[src/hdl/kpl_pkg.sv]
// kpl_pkg: shared types and constants of the keypad pin lock
// no dependencies; imported by keypad_pin_lock_top and kpl_step
`default_nettype none

package kpl_pkg;

  // result word event codes
  localparam logic [3:0] EV_STORED       = 4'd0;
  localparam logic [3:0] EV_GRANTED      = 4'd1;
  localparam logic [3:0] EV_DENIED       = 4'd2;
  localparam logic [3:0] EV_ADMIN_OK     = 4'd3;
  localparam logic [3:0] EV_ADMIN_BAD    = 4'd4;
  localparam logic [3:0] EV_NEW_RECORDED = 4'd5;
  localparam logic [3:0] EV_CHANGED      = 4'd6;
  localparam logic [3:0] EV_MISMATCH     = 4'd7;
  localparam logic [3:0] EV_CHANGE_REQ   = 4'd8;
  localparam logic [3:0] EV_OVERFLOW     = 4'd9;

  // lock mode state codes
  localparam logic [1:0] MODE_AUTH    = 2'd0;
  localparam logic [1:0] MODE_ADMIN   = 2'd1;
  localparam logic [1:0] MODE_NEW     = 2'd2;
  localparam logic [1:0] MODE_CONFIRM = 2'd3;

  // configuration register indexes
  localparam logic [1:0] CFG_SUBMIT_KEY = 2'd0;
  localparam logic [1:0] CFG_CHANGE_KEY = 2'd1;
  localparam logic [1:0] CFG_ADMIN_PIN  = 2'd2;
  localparam logic [1:0] CFG_ADMIN_LEN  = 2'd3;

  localparam int ADMIN_MAX = 8;
  localparam int DEF_PIN_LEN = 4;

  // factory access pin "1234"
  localparam logic [7:0] DEF_PIN [DEF_PIN_LEN] = '{8'h31, 8'h32, 8'h33, 8'h34};

  localparam logic [7:0]  RST_SUBMIT_KEY = 8'd35;
  localparam logic [7:0]  RST_CHANGE_KEY = 8'd42;
  localparam logic [63:0] RST_ADMIN_PIN  = 64'h3030303030303030;
  localparam logic [3:0]  RST_ADMIN_LEN  = 4'd8;

  typedef struct packed {
    logic [7:0]  submit_key;
    logic [7:0]  change_key;
    logic [63:0] admin_chars;
    logic [3:0]  admin_len;
  } cfg_t;

  typedef struct packed {
    logic [3:0] event_code;
    logic [1:0] mode_after;
    logic [3:0] entry_length;
  } step_res_t;

endpackage

`default_nettype wire

[src/hdl/kpl_key_if.sv]
// kpl_key_if: key word channel, valid/ready handshake
// no dependencies
`default_nettype none

interface kpl_key_if;
  logic       valid;
  logic       ready;
  logic [7:0] key_code;

  modport source (output valid, output key_code, input ready);
  modport sink   (input valid, input key_code, output ready);
endinterface

`default_nettype wire

[src/hdl/kpl_evt_if.sv]
// kpl_evt_if: result word channel, valid/ready handshake
// no dependencies
`default_nettype none

interface kpl_evt_if;
  logic       valid;
  logic       ready;
  logic [3:0] event_code;
  logic [1:0] mode_after;
  logic [3:0] entry_length;

  modport source (output valid, output event_code, output mode_after,
                  output entry_length, input ready);
  modport sink   (input valid, input event_code, input mode_after,
                  input entry_length, output ready);
endinterface

`default_nettype wire

[src/hdl/keypad_pin_lock_top.sv]
// keypad_pin_lock_top: one key word in, one result word out per key
// path: an accepted key is held in the input reg, then its result is loaded into
//   the result reg when that register is free or draining (evt_out.ready)
// throughput: 1 key per cycle while evt_out.ready is high; state update and
//   result register load happen in the same cycle, so keys follow back to back
// reset: asynchronous active low; authenticate mode, empty entry, pin "1234"
// depends on kpl_pkg, kpl_key_if, kpl_evt_if, kpl_step, kpl_match
`default_nettype none

module keypad_pin_lock_top import kpl_pkg::*; #(
  parameter int PIN_BUFFER_LEN = 9
) (
  input  wire logic        clk_i,
  input  wire logic        rst_ni,
  kpl_key_if.sink          key_in,
  kpl_evt_if.source        evt_out,
  input  wire logic        cfg_we_i,
  input  wire logic [1:0]  cfg_idx_i,
  input  wire logic [63:0] cfg_wdata_i
);

  // entry buffer holds one char less than the pin buffer (string terminator)
  localparam int ENTRY_CAP = PIN_BUFFER_LEN - 1;

  // config registers
  cfg_t cfg_q;

  always_ff @(posedge clk_i or negedge rst_ni) begin
    if (!rst_ni) begin
      cfg_q.submit_key  <= RST_SUBMIT_KEY;
      cfg_q.change_key  <= RST_CHANGE_KEY;
      cfg_q.admin_chars <= RST_ADMIN_PIN;
      cfg_q.admin_len   <= RST_ADMIN_LEN;
    end else if (cfg_we_i) begin
      case (cfg_idx_i)
        CFG_SUBMIT_KEY: cfg_q.submit_key  <= cfg_wdata_i[7:0];
        CFG_CHANGE_KEY: cfg_q.change_key  <= cfg_wdata_i[7:0];
        CFG_ADMIN_PIN:  cfg_q.admin_chars <= cfg_wdata_i;
        CFG_ADMIN_LEN:  cfg_q.admin_len   <= cfg_wdata_i[3:0];
        default: ;
      endcase
    end
  end

  // input register stage
  logic       in_vld_q;
  logic [7:0] in_key_q;
  logic       adv;

  // the held key moves on whenever the result register is free or draining
  assign adv          = in_vld_q && (!evt_out.valid || evt_out.ready);
  assign key_in.ready = !in_vld_q || adv;

  always_ff @(posedge clk_i or negedge rst_ni) begin
    if (!rst_ni) begin
      in_vld_q <= 1'b0;
    end else if (key_in.ready) begin
      in_vld_q <= key_in.valid;
    end
  end

  always_ff @(posedge clk_i) begin
    if (key_in.valid && key_in.ready) begin
      in_key_q <= key_in.key_code;
    end
  end

  // step logic, lock state is committed on adv
  step_res_t res;

  kpl_step #(.ENTRY_CAP(ENTRY_CAP)) u_step (
    .clk_i  (clk_i),
    .rst_ni (rst_ni),
    .adv_i  (adv),
    .key_i  (in_key_q),
    .cfg_i  (cfg_q),
    .res_o  (res)
  );

  // result register
  logic      out_vld_q;
  step_res_t out_q;

  always_ff @(posedge clk_i or negedge rst_ni) begin
    if (!rst_ni) begin
      out_vld_q <= 1'b0;
    end else if (adv) begin
      out_vld_q <= 1'b1;
    end else if (evt_out.ready) begin
      out_vld_q <= 1'b0;
    end
  end

  always_ff @(posedge clk_i) begin
    if (adv) begin
      out_q <= res;
    end
  end

  assign evt_out.valid        = out_vld_q;
  assign evt_out.event_code   = out_q.event_code;
  assign evt_out.mode_after   = out_q.mode_after;
  assign evt_out.entry_length = out_q.entry_length;

endmodule

`default_nettype wire

[src/hdl/kpl_match.sv]
// kpl_match: parallel compare of two length-tagged pin buffers
// no dependencies
`default_nettype none

module kpl_match #(
  parameter int N  = 8,
  parameter int LW = 4
) (
  input  wire logic [7:0]    a_i [N],
  input  wire logic [LW-1:0] a_len_i,
  input  wire logic [7:0]    b_i [N],
  input  wire logic [LW-1:0] b_len_i,
  output logic               eq_o
);

  logic [N-1:0] char_ok;

  always_comb begin
    for (int i = 0; i < N; i++) begin
      // chars past the length do not count
      char_ok[i] = (LW'(i) >= a_len_i) || (a_i[i] == b_i[i]);
    end
  end

  assign eq_o = (a_len_i == b_len_i) && (&char_ok);

endmodule

`default_nettype wire

[src/hdl/kpl_step.sv]
// kpl_step: lock state and the per-key update logic
// depends on kpl_pkg and kpl_match
`default_nettype none

module kpl_step import kpl_pkg::*; #(
  parameter int ENTRY_CAP = 8
) (
  input  wire logic       clk_i,
  input  wire logic       rst_ni,
  input  wire logic       adv_i,
  input  wire logic [7:0] key_i,
  input  wire cfg_t       cfg_i,
  output step_res_t       res_o
);

  localparam int CW = $clog2(ENTRY_CAP + 1);
  localparam int LW = (CW > 3) ? CW : 3;

  logic [1:0]    mode_q, mode_d;
  logic [7:0]    entry_q [ENTRY_CAP];
  logic [7:0]    entry_d [ENTRY_CAP];
  logic [CW-1:0] count_q, count_d;
  logic [7:0]    acc_q [ENTRY_CAP];
  logic [7:0]    acc_d [ENTRY_CAP];
  logic [LW-1:0] acc_len_q, acc_len_d;
  logic [7:0]    cand_q [ENTRY_CAP];
  logic [7:0]    cand_d [ENTRY_CAP];
  logic [LW-1:0] cand_len_q, cand_len_d;

  logic [7:0]    admin_arr [ENTRY_CAP];
  logic [3:0]    admin_len_c;
  logic          admin_fits;
  logic [LW-1:0] admin_len_m;
  logic [LW-1:0] count_ext;
  logic          auth_eq, conf_eq, admin_raw_eq, admin_eq;
  logic          is_submit, is_change, is_full, clear;
  logic [3:0]    ev;

  genvar g;
  for (g = 0; g < ENTRY_CAP; g++) begin : g_admin
    if (g < ADMIN_MAX) begin : g_byte
      assign admin_arr[g] = cfg_i.admin_chars[8*g +: 8];
    end else begin : g_zero
      assign admin_arr[g] = 8'h00;
    end
  end

  assign admin_len_c = (cfg_i.admin_len > 4'(ADMIN_MAX)) ? 4'(ADMIN_MAX) : cfg_i.admin_len;
  assign admin_fits  = (int'(admin_len_c) <= ENTRY_CAP);
  assign admin_len_m = LW'(admin_len_c);
  assign count_ext   = LW'(count_q);

  kpl_match #(.N(ENTRY_CAP), .LW(LW)) u_auth_match (
    .a_i(entry_q), .a_len_i(count_ext), .b_i(acc_q), .b_len_i(acc_len_q), .eq_o(auth_eq)
  );

  kpl_match #(.N(ENTRY_CAP), .LW(LW)) u_conf_match (
    .a_i(entry_q), .a_len_i(count_ext), .b_i(cand_q), .b_len_i(cand_len_q), .eq_o(conf_eq)
  );

  kpl_match #(.N(ENTRY_CAP), .LW(LW)) u_admin_match (
    .a_i(entry_q), .a_len_i(count_ext), .b_i(admin_arr), .b_len_i(admin_len_m),
    .eq_o(admin_raw_eq)
  );

  assign admin_eq  = admin_fits && admin_raw_eq;
  assign is_submit = (key_i == cfg_i.submit_key);
  assign is_change = !is_submit && (key_i == cfg_i.change_key);
  assign is_full   = (count_q == CW'(ENTRY_CAP));

  always_comb begin
    mode_d     = mode_q;
    entry_d    = entry_q;
    count_d    = count_q;
    acc_d      = acc_q;
    acc_len_d  = acc_len_q;
    cand_d     = cand_q;
    cand_len_d = cand_len_q;
    ev         = EV_STORED;
    clear      = 1'b0;

    if (is_submit) begin
      clear = 1'b1;
      case (mode_q)
        MODE_AUTH: begin
          ev = auth_eq ? EV_GRANTED : EV_DENIED;
        end
        MODE_ADMIN: begin
          if (admin_eq) begin
            ev     = EV_ADMIN_OK;
            mode_d = MODE_NEW;
          end else begin
            ev = EV_ADMIN_BAD;
          end
        end
        MODE_NEW: begin
          cand_d     = entry_q;
          cand_len_d = count_ext;
          ev         = EV_NEW_RECORDED;
          mode_d     = MODE_CONFIRM;
        end
        MODE_CONFIRM: begin
          if (conf_eq) begin
            acc_d     = entry_q;
            acc_len_d = count_ext;
            ev        = EV_CHANGED;
            mode_d    = MODE_AUTH;
          end else begin
            ev     = EV_MISMATCH;
            mode_d = MODE_NEW;
          end
        end
        default: begin
          mode_d = MODE_AUTH;
        end
      endcase
    end else if (is_change) begin
      clear  = 1'b1;
      ev     = EV_CHANGE_REQ;
      mode_d = MODE_ADMIN;
    end else if (is_full) begin
      clear = 1'b1;
      ev    = EV_OVERFLOW;
    end else begin
      for (int i = 0; i < ENTRY_CAP; i++) begin
        if (CW'(i) == count_q) entry_d[i] = key_i;
      end
      count_d = count_q + 1'b1;
    end

    if (clear) begin
      for (int i = 0; i < ENTRY_CAP; i++) entry_d[i] = 8'h00;
      count_d = '0;
    end

    res_o.event_code   = ev;
    res_o.mode_after   = mode_d;
    res_o.entry_length = 4'(count_d);
  end

  always_ff @(posedge clk_i or negedge rst_ni) begin
    if (!rst_ni) begin
      mode_q     <= MODE_AUTH;
      count_q    <= '0;
      acc_len_q  <= LW'(DEF_PIN_LEN);
      cand_len_q <= '0;
      for (int i = 0; i < ENTRY_CAP; i++) begin
        entry_q[i] <= 8'h00;
        cand_q[i]  <= 8'h00;
        acc_q[i]   <= (i < DEF_PIN_LEN) ? DEF_PIN[i] : 8'h00;
      end
    end else if (adv_i) begin
      mode_q     <= mode_d;
      entry_q    <= entry_d;
      count_q    <= count_d;
      acc_q      <= acc_d;
      acc_len_q  <= acc_len_d;
      cand_q     <= cand_d;
      cand_len_q <= cand_len_d;
    end
  end

endmodule

`default_nettype wire
[src/flat_wrapper.sv]
// flat-port wrapper written by rule: the top's interface ports become plain ports
module keypad_pin_lock_top_flat import kpl_pkg::*;
#(
  parameter int PIN_BUFFER_LEN = 9
)
  (clk_i, rst_ni, cfg_we_i, cfg_idx_i, cfg_wdata_i, key_in_valid, key_in_key_code, key_in_ready, evt_out_valid, evt_out_event_code, evt_out_mode_after, evt_out_entry_length, evt_out_ready);
  kpl_key_if key_in_i ();
  kpl_evt_if evt_out_i ();
  input  wire logic clk_i;
  input  wire logic rst_ni;
  input  wire logic cfg_we_i;
  input  wire logic [1:0] cfg_idx_i;
  input  wire logic [63:0] cfg_wdata_i;
  input wire logic [$bits(key_in_i.valid)-1:0] key_in_valid;
  input wire logic [$bits(key_in_i.key_code)-1:0] key_in_key_code;
  output wire logic [$bits(key_in_i.ready)-1:0] key_in_ready;
  output wire logic [$bits(evt_out_i.valid)-1:0] evt_out_valid;
  output wire logic [$bits(evt_out_i.event_code)-1:0] evt_out_event_code;
  output wire logic [$bits(evt_out_i.mode_after)-1:0] evt_out_mode_after;
  output wire logic [$bits(evt_out_i.entry_length)-1:0] evt_out_entry_length;
  input wire logic [$bits(evt_out_i.ready)-1:0] evt_out_ready;
  assign key_in_i.valid = key_in_valid;
  assign key_in_i.key_code = key_in_key_code;
  assign key_in_ready = key_in_i.ready;
  assign evt_out_valid = evt_out_i.valid;
  assign evt_out_event_code = evt_out_i.event_code;
  assign evt_out_mode_after = evt_out_i.mode_after;
  assign evt_out_entry_length = evt_out_i.entry_length;
  assign evt_out_i.ready = evt_out_ready;
  keypad_pin_lock_top #(.PIN_BUFFER_LEN(PIN_BUFFER_LEN)) u_core (.clk_i(clk_i), .rst_ni(rst_ni), .key_in(key_in_i), .evt_out(evt_out_i), .cfg_we_i(cfg_we_i), .cfg_idx_i(cfg_idx_i), .cfg_wdata_i(cfg_wdata_i));
endmodule
[config.mk]
export PLATFORM = sky130hd
export DESIGN_NAME = keypad_pin_lock_top_flat
export DESIGN_NICKNAME = d
export VERILOG_FILES = /design/src/hdl/kpl_pkg.sv /design/src/hdl/kpl_key_if.sv /design/src/hdl/kpl_evt_if.sv /design/src/hdl/keypad_pin_lock_top.sv /design/src/hdl/kpl_match.sv /design/src/hdl/kpl_step.sv /design/src/flat_wrapper.sv
export SDC_FILE = /design/constraint.sdc
export NUM_CORES = 1
export LEC_CHECK = 0
export BUFFER_PORTS_ARGS = -buffer_cell sky130_fd_sc_hd__buf_2
export CAP_MARGIN = 10
export CORE_ASPECT_RATIO = 2
export CORE_MARGIN = 5
export CORE_UTILIZATION = 26
export DETAILED_ROUTE_END_ITERATION = 7
export SYNTH_ARGS = -nofsm -noshare
export SYNTH_HDL_FRONTEND = slang
export SYNTH_HIERARCHICAL = 1
export SYNTH_SLANG_ARGS = --single-unit
[constraint.sdc]
create_clock -name clk_i -period 2.75 [get_ports clk_i]
set_input_delay 0.275 -clock clk_i [delete_from_list [all_inputs] [get_ports clk_i]]
set_output_delay 0.275 -clock clk_i [all_outputs]
set_load 0.005 [all_outputs]
# Word-level counts from Yosys, hierarchy flattened
# Index checks and enable logic that the tools add are counted.
[op_classes]
magnitude_cmp = 10
reduce_logical = 65
add_sub_neg = 1
n_eq_ne = 46
mux = 34
[op_table]
columns = ["operator", "n"]
rows = [
  ["2-to-1 mux 64 bit", 4],
  ["== test 8 bit", 26],
  ["2-to-1 mux 8 bit", 8],
  ["AND reduction 5 bit", 8],
  ["2-to-1 mux 4 bit", 8],
  ["logical OR 1 bit", 26],
  ["AND reduction 8 bit", 3],
  ["nonzero test 2 bit", 9],
  ["== test 3 x 4 -> 1 bit (first input constant)", 4],
  [">= comparator 3 x 4 -> 1 bit (first input constant)", 4],
  ["case mux 4 bit (4 select lines)", 1],
  ["== test 4 bit", 3],
  ["2-to-1 mux 2 bit", 5],
  ["== test 2 bit (second input constant)", 4],
  ["== test 2 x 4 -> 1 bit (first input constant)", 2],
  [">= comparator 1 x 4 -> 1 bit (first input constant)", 2],
  [">= comparator 2 x 4 -> 1 bit (first input constant)", 2],
  ["AND reduction 2 bit", 4],
  ["logical AND 1 bit", 7],
  ["2-to-1 mux 1 bit", 6],
  ["inequality test 2 x 1 -> 1 bit (second input constant)", 3],
  ["case mux 2 bit (3 select lines)", 1],
  ["adder 4 x 1 -> 4 bit (second input constant)", 1],
  ["== test 1 x 4 -> 1 bit (first input constant)", 1],
  ["other kinds (10)", 14],
]
[totals]
word_cells = 194
ff_bits = 310
input_bits = 79
output_inout_bits = 12

# Longest topological paths before layout
# Gate-level depths: netlist of run 1.
[logic_depth]
depth_word = 8
depth_mapped = 10

# Modules after synthesis
# Netlist of run 1, hierarchy kept.
[by_module_without_submodules]
columns = ["mod", "cells_each", "area_each_um2", "seq_area_each_um2", "n_inst"]
rows = [
  ["kpl_step", 585, 8710.9, 5172.5, 1],
  ["keypad_pin_lock_top", 205, 4048.9, 2721.4, 1],
  ["kpl_match", 102, 805.8, 0.0, 3],
]

# Least setup slack after synthesis of run 1
# No wires, ideal clock.
[synth_path]
kind = "reg-to-reg"
startpoint = "register u_core.u_step.count_q[1] (netlist: u_core/u_step/count_ext[1])"
endpoint = "register u_core/u_step/acc_q[10] (netlist name)"
stages_incl_launch_ff = 10
path_buffers = 2
setup_slack_ps = 286
required_time_ps = 2625
arrival_ps = 2339
period_less_slack_ps = 2464
cell_sequence = "dfrtp_1 -> xor2_1 -> nor4_1 -> nand4_1 -> a311oi_1 -> and2_1 -> nand4_4 -> buf_6 -> buf_6 -> mux2_4"
[synth_between]
elab_chain_cells = 5
[synth_rtl]
columns = ["element", "line_no", "rtl"]
rows = [
  ["start: declaration", "kpl_step.sv:22", "logic [CW-1:0] count_q, count_d;"],
  ["start signal: assignment", "kpl_step.sv:155", "count_q <= count_d;"],
  [">= comparator 1 x 4 -> 1 bit (tied with other cells)", "kpl_match.sv:21", "char_ok[i] = (LW'(i) >= a_len_i) || (a_i[i] == b_i[i]);"],
  ["logical OR 1 bit", "kpl_match.sv:21", ""],
  ["AND reduction 8 bit", "kpl_match.sv:25", "assign eq_o = (a_len_i == b_len_i) && (&char_ok);"],
  ["logical AND 1 bit (*)", "kpl_match.sv:25", ""],
  ["net u_core.u_step.conf_eq", "kpl_step.sv:35", "logic auth_eq, conf_eq, admin_raw_eq, admin_eq;"],
  ["AND reduction 4 bit (no source line) (*)", "-", ""],
  ["end signal: indexed assignment", "kpl_step.sv:150", "acc_q[i] <= (i < DEF_PIN_LEN) ? DEF_PIN[i] : 8'h00;"],
  ["end: declaration", "kpl_step.sv:23", "logic [7:0] acc_q [ENTRY_CAP];"],
]
# The timed path passes the listed nets; every way through them passes the cells marked *.
# A chain may end at the register's enable or synchronous reset.

# Final worst setup path of run 1
[layout_path]
startpoint = "register u_core.u_step.count_q[3] (netlist: u_core/u_step/count_ext[3])"
endpoint = "register u_core/u_step/acc_q[9] (netlist name)"
# The elaborated chain is that of the path after synthesis.

==> summary.txt, run 1 <==
Run status
  • Status: finished clean

Timing
  • Hold WS: between 0.015 and 0.02 ns
  • Hold Fails Final Rpt: 0
  • Fin crit share: 0.9800
  • Peak Freq: between 300 and 400 MHz
  • Slew margin rel.: 0.2823
  • Fin crit period: 2.695 ns
  • Final Max Slew Viols: 0
  • RSZ-0062 raised after global routing: false
  • Worst Clk Skew: 0.02788 ns
  • Final Setup Violations: 0
  • Setup TNS: 0 ns
  • Least-Margin Pin Slew: 1.073 ns

Worst setup path
  • Setup Crit Path Kind: register to register
  • Worst setup EP type: register
  • Worst EP arrival: 3.17 ns
  • Required @ worst endpoint: around 3.2 ns
  • Crit path max fanout: 52
  • Startpoint Class: register

Power
  • Clock share of power: 0.273
  • PD cells: 867.7 nW/um^2
  • Sequential share of power: 0.378
  • Comb pwr share: 0.349
  • Int Pwr: 0.01075 W
  • Leakage: 8.367 nW
  • Sw Ratio: 0.3424
  • NetSw: between 0.005 and 0.006 W
  • VDD IR-drop max: between 0.0005 and 0.0006 V

Floorplanning
  • Initial Util: 0.2616
  • Full die area: 63600 sq um
  • Rows: 125
  • Core area: about 58000 sq um
  • Die Wd: around 180 microns
  • Die height: roughly 350 microns
  • I/O pin total: 91

Clock tree
  • CTS clock-pin slew for the worst setup and hold paths: 0.07 ns
  • Root buffer cell: clkbuf_16
  • CTS H-Tree Depth: 1
  • CTS tree: yes
  • CTS max path bufs: 3
  • Clk_lat worst skew: 0.59 ns
  • CTS Sinks: 310
  • CTS Buf Count: 29

Global routing
  • Vias in the first global route: between 10000 and 15000
  • Gr usage total: 0.1268
  • Largest net degree at the start of global routing: 81
  • GRT Residual Overflow: 0
  • Initial antenna violation count: 0
  • Global-route wire length before repair: about 64 mm

Synthesis
  • Synthesized area per cell: between 10 and 15 sq um
  • Post-Syn Nets: between 1000 and 1500
  • Post-synth ARST share: 0.9419
  • Post-synth top flop: dfrtp_1
  • Synth top area cells: dfrtp_1, xnor2_1, mux2_2
  • EDFF count, synth: 18
  • Seq/Total Area, Yosys: 0.5201
  • Synth Register Bits: 310
  • Top cell type's share of synthesized area: 0.4204
  • Yosys cell types: 53
  • Yosys top cell by area: dfrtp_1
  • Post-Synthesis Cells: 1096
  • Post-Syn Area: 15180 sq um
  • YS warnings: 6

Cells and area
  • Ant diodes: 0
  • Nets: 1411
  • Synth-to-Final Area Change: 24.15%
  • Filler cells: roughly 5700
  • Share of cells above drive strength 1: 0.3708
  • Most frequent cells in the layout: dfrtp_1, xnor2_1, mux2_2
  • Commonest non-fill, non-tap cell in the layout: dfrtp_1

Placed design
  • HPWL Detailed: 29.87 mm
  • Port bufs: 90
  • Final Wtd Congestion: 0.8470

Routing
  • Vias: 9690
  • Post-DR vias/cell: 4.586
  • Post-DRT Antenna Nets: 0
  • DRT iter0 DRCs: around 540
  • Detailed Routing Iterations Pass 1: 5
  • # DRC: 0
  • Wire per inst: just under 20 microns
  • Drt total wl: 40.83 mm

Min path
  • Worst min path class: input pin to register

Job
  • Max cap viols: 0
power groups by stage:
| stage | logic, W | registers, W | clock network [W] |
|---|---|---|---|
| after floorplan | 0.00315 | 0.00632 | 0 |
| after global placement | 0.00543 | 0.00626 | 0 |
| after detailed placement | 0.00547 | 0.00628 | 0 |
| after CTS | 0.00562 | 0.00620 | 0.00460 |
| after global routing | 0.00612 | 0.00630 | 0.00477 |
| final | 0.00571 | 0.00618 | 0.00446 |
registers in the layout, summed over array words and instances (netlist names):
signal and cells:
u_core/cfg_q 84, u_core/u_step/acc_q 64, u_core/u_step/cand_q 64, u_core/u_step/entry_q 64, u_core/in_key_q 8, u_core/evt_out.entry_length 4, u_core/evt_out.event_code 4, u_core/u_step/acc_len_q 4
u_core/u_step/cand_len_q 4, u_core/u_step/count_ext 4, u_core/evt_out.mode_after 2, u_core/u_step/mode_q 2, u_core/evt_out.valid 1, u_core/in_vld_q 1
cells in the mapped netlist (6+ instances only):
cell type / n
buf_6: 15
mux2_4: 80
nor2_1: 10
a32o_1: 58
nand3b_1: 6
nor3_1: 6
nand2_1: 11
o22ai_1: 21
nor4_1: 13
and2_1: 22
a22oi_1: 8
mux2_2: 123
and3_1: 7
dfstp_2: 37
clkbuf_1: 6
xnor2_1: 183
xor2_1: 36
dfrtp_1: 255
o21ai_0: 9
nand4_1: 49
edfxtp_1: 18
inv_1: 12
mux2_1: 19
buf_2: 26
buf_1: 7
metal layers:
layer	share of wire	wire, microns	vias to the layer above	GRT usage
met5	0	0	-	0
met4	0.048	1968	0	0.06240
met3	0.029	1195	77	0.01383
met2	0.55	22510	196	0.2432
met1	0.37	15160	4957	0.1369
li1	-	-	4460	-
kinds of logic (layout without fill, tap and decap cells):
logic type | after synthesis | in the layout | synth area share
XOR/XNOR | 222 | 222 | 0.1296
multiplexers | 222 | 222 | 0.1845
buffers and inverters | 66 | 321 | 0.02589
flip-flops | 310 | 310 | 0.5201
AO/OA/AOI/OAI | 123 | 123 | 0.07486
adder cells (fa/ha/maj) | 4 | 4 | 0.003298
AND/OR/NAND/NOR | 149 | 149 | 0.06175
final timing paths:
check | to | startpoint | slack (ns) | depth (start not counted)
max in group asynchronous | u_core/cfg_q[64]$_DFFE_PN1P_ | rst_ni | 1.62 | 3
max | u_core/u_step/acc_q[9]$_DFFE_PN0P_ | u_core/u_step/count_ext[3]$_DFFE_PN0P_ | 0.05 | 8
max reg2reg | u_core/u_step/acc_q[9]$_DFFE_PN0P_ | u_core/u_step/count_ext[3]$_DFFE_PN0P_ | 0.05 | 8
min reg2reg | u_core/evt_out.valid$_DFFE_PN0P_ | u_core/in_vld_q$_DFFE_PN0P_ | 0.49 | 1
min in group asynchronous | u_core/cfg_q[50]$_DFFE_PN0P_ | rst_ni | 0.30 | 2
min | u_core/cfg_q[75]$_DFFE_PN0P_ | cfg_wdata_i[7] | 0.02 | 2
what timing repair did:
action / in CTS / in global routing
buffers inserted: 0 / 4
endpoints found under the setup margin: 5 / 57
gates resized for setup: 3 / 5
hold buffers: 72 / 0
pin swaps: 0 / 6
endpoints found under the hold margin: 142 / 0
final cells by class:
type | instances | area, sq um | share of cell area
clock buffer | 35 | 778.2 | 0.04130
clock inverter | 19 | 274.0 | 0.01454
inverter | 12 | 45.04 | 0.002391
multi-input combinational | 720 | 6929 | 0.3678
sequential | 310 | 7895 | 0.4190
tap | 762 | 953.4 | 0.05060
timing repair buffer | 255 | 1967 | 0.1044
critical path, cell delays in order, from the launching register on:
cell	delay, ns
dfrtp_1	0.44
or2_1	0.35
o22ai_1	0.33
nand4_1	0.15
a311oi_1	0.30
and2_1	0.26
nand4_4	0.14
buf_12	0.26
mux2_4	0.33
stage by stage:
step	setup slack, ns	power [W]	cell area [sq um]	util	instances
finish	0.05493	0.01635	18840	0.3247	2113
global route	0.01279	0.01719	18840	0.3247	2113
CTS	0.03338	0.01642	18790	0.3239	2109
detailed placement	-0.08427	0.01175	17000	0.2930	1983
global placement	-0.09768	0.01169	17000	0.2930	1983
floorplan	0.2861	0.009474	15180	-	1096
Power figures use the tool's default switching activity.
==> run 2: changes to the inputs <==
--- a/config.mk
+++ b/config.mk
@@ -9,7 +9,7 @@
 export CAP_MARGIN = 10
 export CORE_ASPECT_RATIO = 2
 export CORE_MARGIN = 5
-export CORE_UTILIZATION = 26
+export CORE_UTILIZATION = 45
 export DETAILED_ROUTE_END_ITERATION = 7
 export SYNTH_ARGS = -nofsm -noshare
 export SYNTH_HDL_FRONTEND = slang
==> run 2 against run 1 <==
Power down 3.4%. Global-route usage rose by 7.1 points. First-iteration DRC count shrank 30%. Final cell count fell by 16%. Die area decreased by 41%. Worst hold slack better by 0.013 ns. Wire length fell by 8.9%. Largest cell class unchanged.
==> summary.txt, run 2 (same netlist as run 1, synthesis figures left out) <==
Global routing
  • Gr usage total: 0.1975 (+0.07070)
  • Largest net degree at the start of global routing: 85 (+4.9%)
  • Vias in the first global route: 10300 (-3.5%)
  • GRT Residual Overflow: 0 (unchanged)
  • Initial antenna violation count: 0 (unchanged)
  • Global-route wire length before repair: 58.51 mm (-8.1%)

Routing
  • Drt total wl: 37.18 mm (-8.9%)
  • Vias: 9542 (-1.5%)
  • DRT iter0 DRCs: 374 (-30%)
  • # DRC: 0 (unchanged)
  • Post-DR vias/cell: 5.406 (+18%)
  • Post-DRT Antenna Nets: 0 (unchanged)
  • Detailed Routing Iterations Pass 1: 4 (-1)
  • Wire per inst: 21.07 microns (+9.0%)

Placed design
  • Port bufs: 90 (unchanged)
  • HPWL Detailed: 26.19 mm (-12%)
  • Final Wtd Congestion: 0.8297 (-2.0%)

Clock tree
  • CTS max path bufs: 3 (unchanged)
  • CTS clock-pin slew for the worst setup and hold paths: 0.07 ns (about the same)
  • Clk_lat worst skew: 0.55 ns (-0.04 ns)
  • Post-CTS Setup Bufs: 0 (unchanged)
  • CTS Sinks: 310 (unchanged)
  • Root buffer cell: clkbuf_16
  • CTS tree: yes
  • CTS Buf Count: 28 (-3.4%)
  • CTS H-Tree Depth: 1 (unchanged)

Floorplanning
  • Full die area: 37720 sq um (-41%)
  • I/O pin total: 91 (unchanged)
  • Rows: 95 (-24%)
  • Core area: 33520 sq um (-42%)
  • Die height: 269.7 microns (-23%)
  • Initial Util: 0.4528 (+0.1912)
  • Die Wd: 139.9 microns (-23%)

Worst setup path
  • R2r startpoint: u_core/u_step/entry_q[18]$_DFFE_PN0P_
  • Required @ worst endpoint: 3.18 ns (-0.04 ns)
  • Worst EP arrival: 3.10 ns (-0.07 ns)
  • Worst setup EP type: register
  • Setup Crit Path Kind: register to register
  • Setup crit start: u_core/u_step/entry_q[18]$_DFFE_PN0P_
  • Crit path max fanout: 16 (-69%)
  • Startpoint Class: register

Cells and area
  • Ant diodes: 0 (unchanged)
  • Commonest non-fill, non-tap cell in the layout: dfrtp_1
  • Share of cells above drive strength 1: 0.3574 (-0.01342)
  • Most frequent cells in the layout: dfrtp_1, xnor2_1, mux2_2
  • Filler cells: 2940 (-49%)
  • Nets: 1391 (-1.4%)
  • Top reg by flops: u_core/cfg_q
  • Max reg flops: 84 (unchanged)
  • Synth-to-Final Area Change: 20.06%

Timing
  • Fin crit share: 0.9717 (-0.008312)
  • Hold Fails Final Rpt: 0 (unchanged)
  • Least-Margin Pin Slew: 0.7297 ns (-0.3434 ns)
  • Final Max Slew Viols: 0 (unchanged)
  • Fin crit period: 2.672 ns (-0.02286 ns)
  • Worst Clk Skew: 0.009188 ns (-0.01870 ns)
  • Setup TNS: 0 ns (unchanged)
  • Final Setup Violations: 0 (unchanged)
  • Peak Freq: 374.2 MHz (+0.86%)
  • RSZ-0062 raised after global routing: false
  • Hold WS: 0.03216 ns (+0.01296 ns)
  • Slew margin rel.: 0.5136 (+0.2313)

Min path
  • Hold Startpoint: cfg_wdata_i[0]
  • Worst min path class: input pin to register

Power
  • Leakage: 8.227 nW (-1.7%)
  • PD cells: 866.7 nW/um^2 (-0.11%)
  • VDD IR-drop max: 0.0005221 V (-5.8%)

Job
  • Max cap viols: 0 (unchanged)

Run status
  • Status: finished clean
==> run 2: critical path, cell delays in order, from the launching register on <==
cell	delay (ns)
dfrtp_1	0.46
xnor2_1	0.17
nand4_1	0.23
nor4_2	0.35
nand2_1	0.11
a311oi_1	0.26
and2_1	0.23
nand4_4	0.13
buf_4	0.27
mux2_4	0.33
==> run 2: layer usage <==
layer,GRT usage,up-vias,share of wire
met5,0,-,0
met4,0.07734,0,0.039
met3,0.02039,67,0.026
met2,0.3774,162,0.57
met1,0.2207,4903,0.37
li1,-,4410,-
==> run 2: repair_timing <==
item	4_1_cts	5_1_grt
hold buffers	72	0
setup endpoints to repair	0	68
hold endpoints to repair	143	0
resized for setup	0	5
==> run 2: power breakdown <==
part | leakage, nW | total (W) | internal (W) | switching, W
Sequential | 3.93 | 0.00627 | 0.00537 | 0.000896
Combinational | 3.82 | 0.00535 | 0.00261 | 0.00273
Clock | 0.478 | 0.00418 | 0.00245 | 0.00173
Total | 8.23 | 0.0158 | 0.0104 | 0.00536
==> run 2: final timing paths <==
kind                       cells after the start  slack (ns)                                  end
setup / recovery                               9        0.08  u_core/u_step/acc_q[11]$_DFFE_PN0P_
hold reg to reg                                1        0.49     u_core/evt_out.valid$_DFFE_PN0P_
max in group asynchronous                      3        1.54         u_core/cfg_q[57]$_DFFE_PN1P_
hold / removal                                 2        0.03          u_core/cfg_q[0]$_DFFE_PN0P_
min in group asynchronous                      2        0.29         u_core/cfg_q[14]$_DFFE_PN0P_
setup reg to reg                               9        0.08  u_core/u_step/acc_q[11]$_DFFE_PN0P_
==> run 2: final cells by class <==
class / instances / area [sq um] / share of cell area
flip-flops and latches: 310 / 7898 / 0.4334
multi-input cells: 720 / 6912 / 0.3793
repair buffers: 236 / 1837 / 0.1008
clock buffers: 40 / 817.0 / 0.04484
well taps: 436 / 545.5 / 0.02994
clock inverters: 11 / 167.7 / 0.009201
inverters: 12 / 45.04 / 0.002472
==> run 2: metrics by stage <==
| stage | power, W | util | area [sq um] | std cells | worst slack, ns |
|---|---|---|---|---|---|
| 3_5_place_dp | 0.01161 | 0.4922 | 16500 | 1642 | 0.04849 |
| 5_1_grt | 0.01662 | 0.5436 | 18220 | 1765 | 0.001630 |
| 6_report | 0.01579 | 0.5436 | 18220 | 1765 | 0.07779 |
| 3_3_place_gp | 0.01153 | 0.4922 | 16500 | 1642 | 0.1020 |
| 2_1_floorplan | 0.009474 | - | 15180 | 1096 | 0.2861 |
| 4_1_cts | 0.01596 | 0.5431 | 18210 | 1765 | 0.02539 |
==> run 3: changes to the inputs <==
--- a/config.mk
+++ b/config.mk
@@ -5,11 +5,13 @@
 export SDC_FILE = /design/constraint.sdc
 export NUM_CORES = 1
 export LEC_CHECK = 0
+export ABC_AREA = 1
 export BUFFER_PORTS_ARGS = -buffer_cell sky130_fd_sc_hd__buf_2
 export CAP_MARGIN = 10
 export CORE_ASPECT_RATIO = 2
 export CORE_MARGIN = 5
 export CORE_UTILIZATION = 45
+export CTS_CLUSTER_DIAMETER = 80
 export DETAILED_ROUTE_END_ITERATION = 7
 export SYNTH_ARGS = -nofsm -noshare
 export SYNTH_HDL_FRONTEND = slang
==> run 3 against run 2 <==
Global-route usage grew 2.3 points. Clock skew up 0.0017 ns. Combinational power shrank 9.7%. Synthesized cell count up 84%. Sequential share of layout area decreased by 1.3 points. Design area rose by 3.0%. Critical path depth is the same. Count of clock-buffer cells in the layout is 2 higher. Register-to-register slack improved by 0.20 ns. Final cell count is 50% higher. Die area rose by 5.8%.
==> summary.txt, run 3 <==
Synthesis
  • Yosys cell types: 36 (-32%)
  • Post-Synthesis Cells: 2015 (+84%)
  • Post-Syn Area: 16110 sq um (+6.2%)
  • Synth top area cells: dfrtp_1, nand2_1, xnor2_1
  • YS warnings: 6 (unchanged)
  • Top cell type's share of synthesized area: 0.3960 (-0.02445)
  • Yosys top cell by area: dfrtp_1
  • Post-synth ARST share: 0.9419 (unchanged)
  • Seq/Total Area, Yosys: 0.4899 (-0.03025)
  • EDFF count, synth: 18 (unchanged)
  • Post-synth top flop: dfrtp_1
  • Post-Syn Nets: 2098 (+78%)
  • Most frequent cell after synthesis: nand2_1
  • Synthesized area per cell: 7.997 sq um (-42%)
  • Synth Register Bits: 310 (unchanged)
  • Post-synth top cells: nand2_1, dfrtp_1, inv_1, nand4_1, xnor2_1

Floorplanning
  • Initial Util: 0.4532 (about the same)
  • Die Wd: 143.8 microns (+2.8%)
  • I/O pin total: 91 (unchanged)
  • Die height: 277.6 microns (+2.9%)
  • Core area: 35560 sq um (+6.1%)
  • Rows: 98 (+3.2%)
  • Full die area: 39920 sq um (+5.8%)

Global routing
  • Global-route wire length before repair: 70.01 mm (+20%)
  • Initial antenna violation count: 0 (unchanged)
  • GRT Residual Overflow: 0 (unchanged)
  • Vias in the first global route: 13190 (+28%)
  • Largest net degree at the start of global routing: 87 (+2.4%)
  • Gr usage total: 0.2203 (+0.02282)

Power
  • Sw Ratio: 0.3710 (+0.03153)
  • VDD IR-drop max: 0.0005985 V (+15%)
  • NetSw: 0.005817 W (+8.5%)
  • PD cells: 835.7 nW/um^2 (-3.6%)
  • Sequential share of power: 0.416 (+0.019)
  • Leakage: 9.228 nW (+12%)
  • Comb pwr share: 0.308 (-0.031)
  • Clock share of power: 0.276 (+0.011)
  • Int Pwr: 0.009862 W (-5.5%)

Cells and area
  • Ant diodes: 0 (unchanged)
  • Non-filler cells, final: 2641 (+50%)
  • Filler cells: 3393 (+15%)
  • Synth-to-Final Area Change: 16.43%
  • Commonest non-fill, non-tap cell in the layout: nand2_1
  • Top reg by flops: u_core/cfg_q
  • Fin util: 0.5276 (-0.01598)
  • Most frequent cells in the layout: nand2_1, dfrtp_1, inv_1
  • Nets: 2251 (+62%)
  • Max reg flops: 84 (unchanged)
  • Share of cells above drive strength 1: 0.1114 (-0.2460)

Routing
  • Post-DRT Antenna Nets: 0 (unchanged)
  • Vias: 13170 (+38%)
  • Detailed Routing Iterations Pass 1: 5 (+1)
  • Wire per inst: 16.39 microns (-22%)
  • DRT iter0 DRCs: 852 (+130%)
  • # DRC: 0 (unchanged)
  • Drt total wl: 43.29 mm (+16%)
  • Post-DR vias/cell: 4.988 (-7.7%)

Worst setup path
  • Slowest stage delay, CP: 0.80 ns (+0.34 ns)
  • Worst EP arrival: 2.90 ns (-0.20 ns)
  • Startpoint Class: register
  • CP top delay family: simple AND/OR/NAND/NOR gates
  • Bufs and invs on worst path: 1 (unchanged)
  • Required @ worst endpoint: 3.17 ns (about the same)
  • Setup Crit Path Kind: register to register
  • Crit path max fanout: 86 (+70)
  • CP max-delay cell: dfrtp_1
  • Critical-path cell list: xnor2_1, nand4_1, nor2_1, nand2_1, nor2_1, nand4_4, buf_12, nand2_1, o21ai_0
  • Worst setup EP type: register

Timing
  • Final Setup Violations: 0 (unchanged)
  • Slew margin rel.: 0.4352 (-0.07831)
  • Fin crit period: 2.475 ns (-0.1971 ns)
  • Hold Fails Final Rpt: 0 (unchanged)
  • PnR worst setup slack: 0.2749 ns (+0.1971 ns)
  • Least-Margin Pin Slew: 0.8471 ns (+0.1175 ns)
  • Setup TNS: 0 ns (unchanged)
  • RSZ-0062 raised after global routing: false
  • Worst Clk Skew: 0.01093 ns (+0.001747 ns)
  • Final Max Slew Viols: 0 (unchanged)
  • Fin crit share: 0.9001 (-0.07166)
  • Peak Freq: 404.0 MHz (+8.0%)

Clock tree
  • # resized after CTS: 0 (unchanged)
  • CTS H-Tree Depth: 1 (unchanged)
  • CTS tree: yes
  • CTS clock-pin slew for the worst setup and hold paths: 0.07 ns (about the same)
  • CTS Sinks: 310 (unchanged)
  • CTS Buf Count: 30 (+7.1%)
  • CTS max path bufs: 3 (unchanged)
  • Clk_lat worst skew: 0.56 ns (about the same)
  • Root buffer cell: clkbuf_16

Min path
  • Worst min path class: input pin to register

Placed design
  • Cells after DPL: 2514 (+53%)
  • HPWL Detailed: 29.99 mm (+15%)
  • Port bufs: 90 (unchanged)
  • Final Wtd Congestion: 0.8748 (+5.4%)
  • Setup WS pre-CTS: 0.3371 ns (+0.2886 ns)

Run status
  • Status: finished clean

Job
  • Max cap viols: 0 (unchanged)
run 3: worst register-to-register path, stage by stage (launching register included):
cell and delay [ns]:
dfrtp_1 0.80, xnor2_1 0.22, nand4_1 0.12, nor2_1 0.11, nand2_1 0.06, nor2_1 0.31
nand4_4 0.19, buf_12 0.23, nand2_1 0.20, o21ai_0 0.08
run 3: what timing repair did:
action / 4_1_cts / 5_1_grt
hold endpoints to repair: 146 / 0
hold buffers: 72 / 0
buffers inserted: 0 / 0
run 3: logic make-up after synthesis:
kind of cell,count (synthesis),synth area share
compound gates,169,0.05451
xor+xnor,154,0.08370
fa+ha+maj,4,0.003106
simple gates,1072,0.2805
flops,310,0.4899
buf+inv,306,0.08828
run 3: area by class of cell:
type	count	area [sq um]	share of cell area
multi-input cells	1399	6809	0.3629
inverters	218	820.8	0.04375
well taps	450	563.0	0.03001
repair buffers	209	1649	0.08790
clock buffers	42	877.1	0.04675
clock inverters	13	148.9	0.007936
flip-flops and latches	310	7894	0.4207
run 3: path summary, 6_finish.rpt:
path	from	endpoint	slack, ns	depth (start not counted)
min in group asynchronous	rst_ni	u_core/u_step/cand_q[14]$_DFFE_PN0P_	0.31	2
setup / recovery	u_core/u_step/count_ext[1]$_DFFE_PN0P_	u_core/u_step/acc_q[42]$_DFFE_PN0P_	0.27	9
max in group asynchronous	rst_ni	u_core/u_step/cand_q[48]$_DFFE_PN0P_	1.56	3
hold reg to reg	u_core/cfg_q[17]$_DFFE_PN1P_	u_core/cfg_q[17]$_DFFE_PN1P_	0.47	2
hold / removal	cfg_wdata_i[2]	u_core/cfg_q[78]$_DFFE_PN0P_	0.04	3
setup reg to reg	u_core/u_step/count_ext[1]$_DFFE_PN0P_	u_core/u_step/acc_q[42]$_DFFE_PN0P_	0.27	9
run 3: power groups by stage:
stage / Sequential [W] / Combinational [W] / Clock (W)
floorplan: 0.00624 / 0.00347 / 0
global placement: 0.00658 / 0.00468 / 0
detailed placement: 0.00661 / 0.00475 / 0
CTS: 0.00653 / 0.00485 / 0.00443
global route: 0.00665 / 0.00552 / 0.00460
finish: 0.00652 / 0.00483 / 0.00433
run 3: metrics by stage:
stage          hold slack (ns)  area (sq um)  power (W)
5_1_grt                0.02697         18760    0.01676
4_1_cts                0.02003         18760    0.01581
6_report               0.04484         18760    0.01568
3_5_place_dp            0.3239         17020    0.01135
2_1_floorplan         -0.02059         16110   0.009712
3_3_place_gp            0.3199         17020    0.01125
run 3: layer usage:
metal,GRT usage,vias up,routed length (microns)
li1,-,6639,-
met1,0.2494,6224,16420
met2,0.4196,223,24040
met3,0.02087,86,1276
met4,0.07757,0,1557
met5,0,-,0
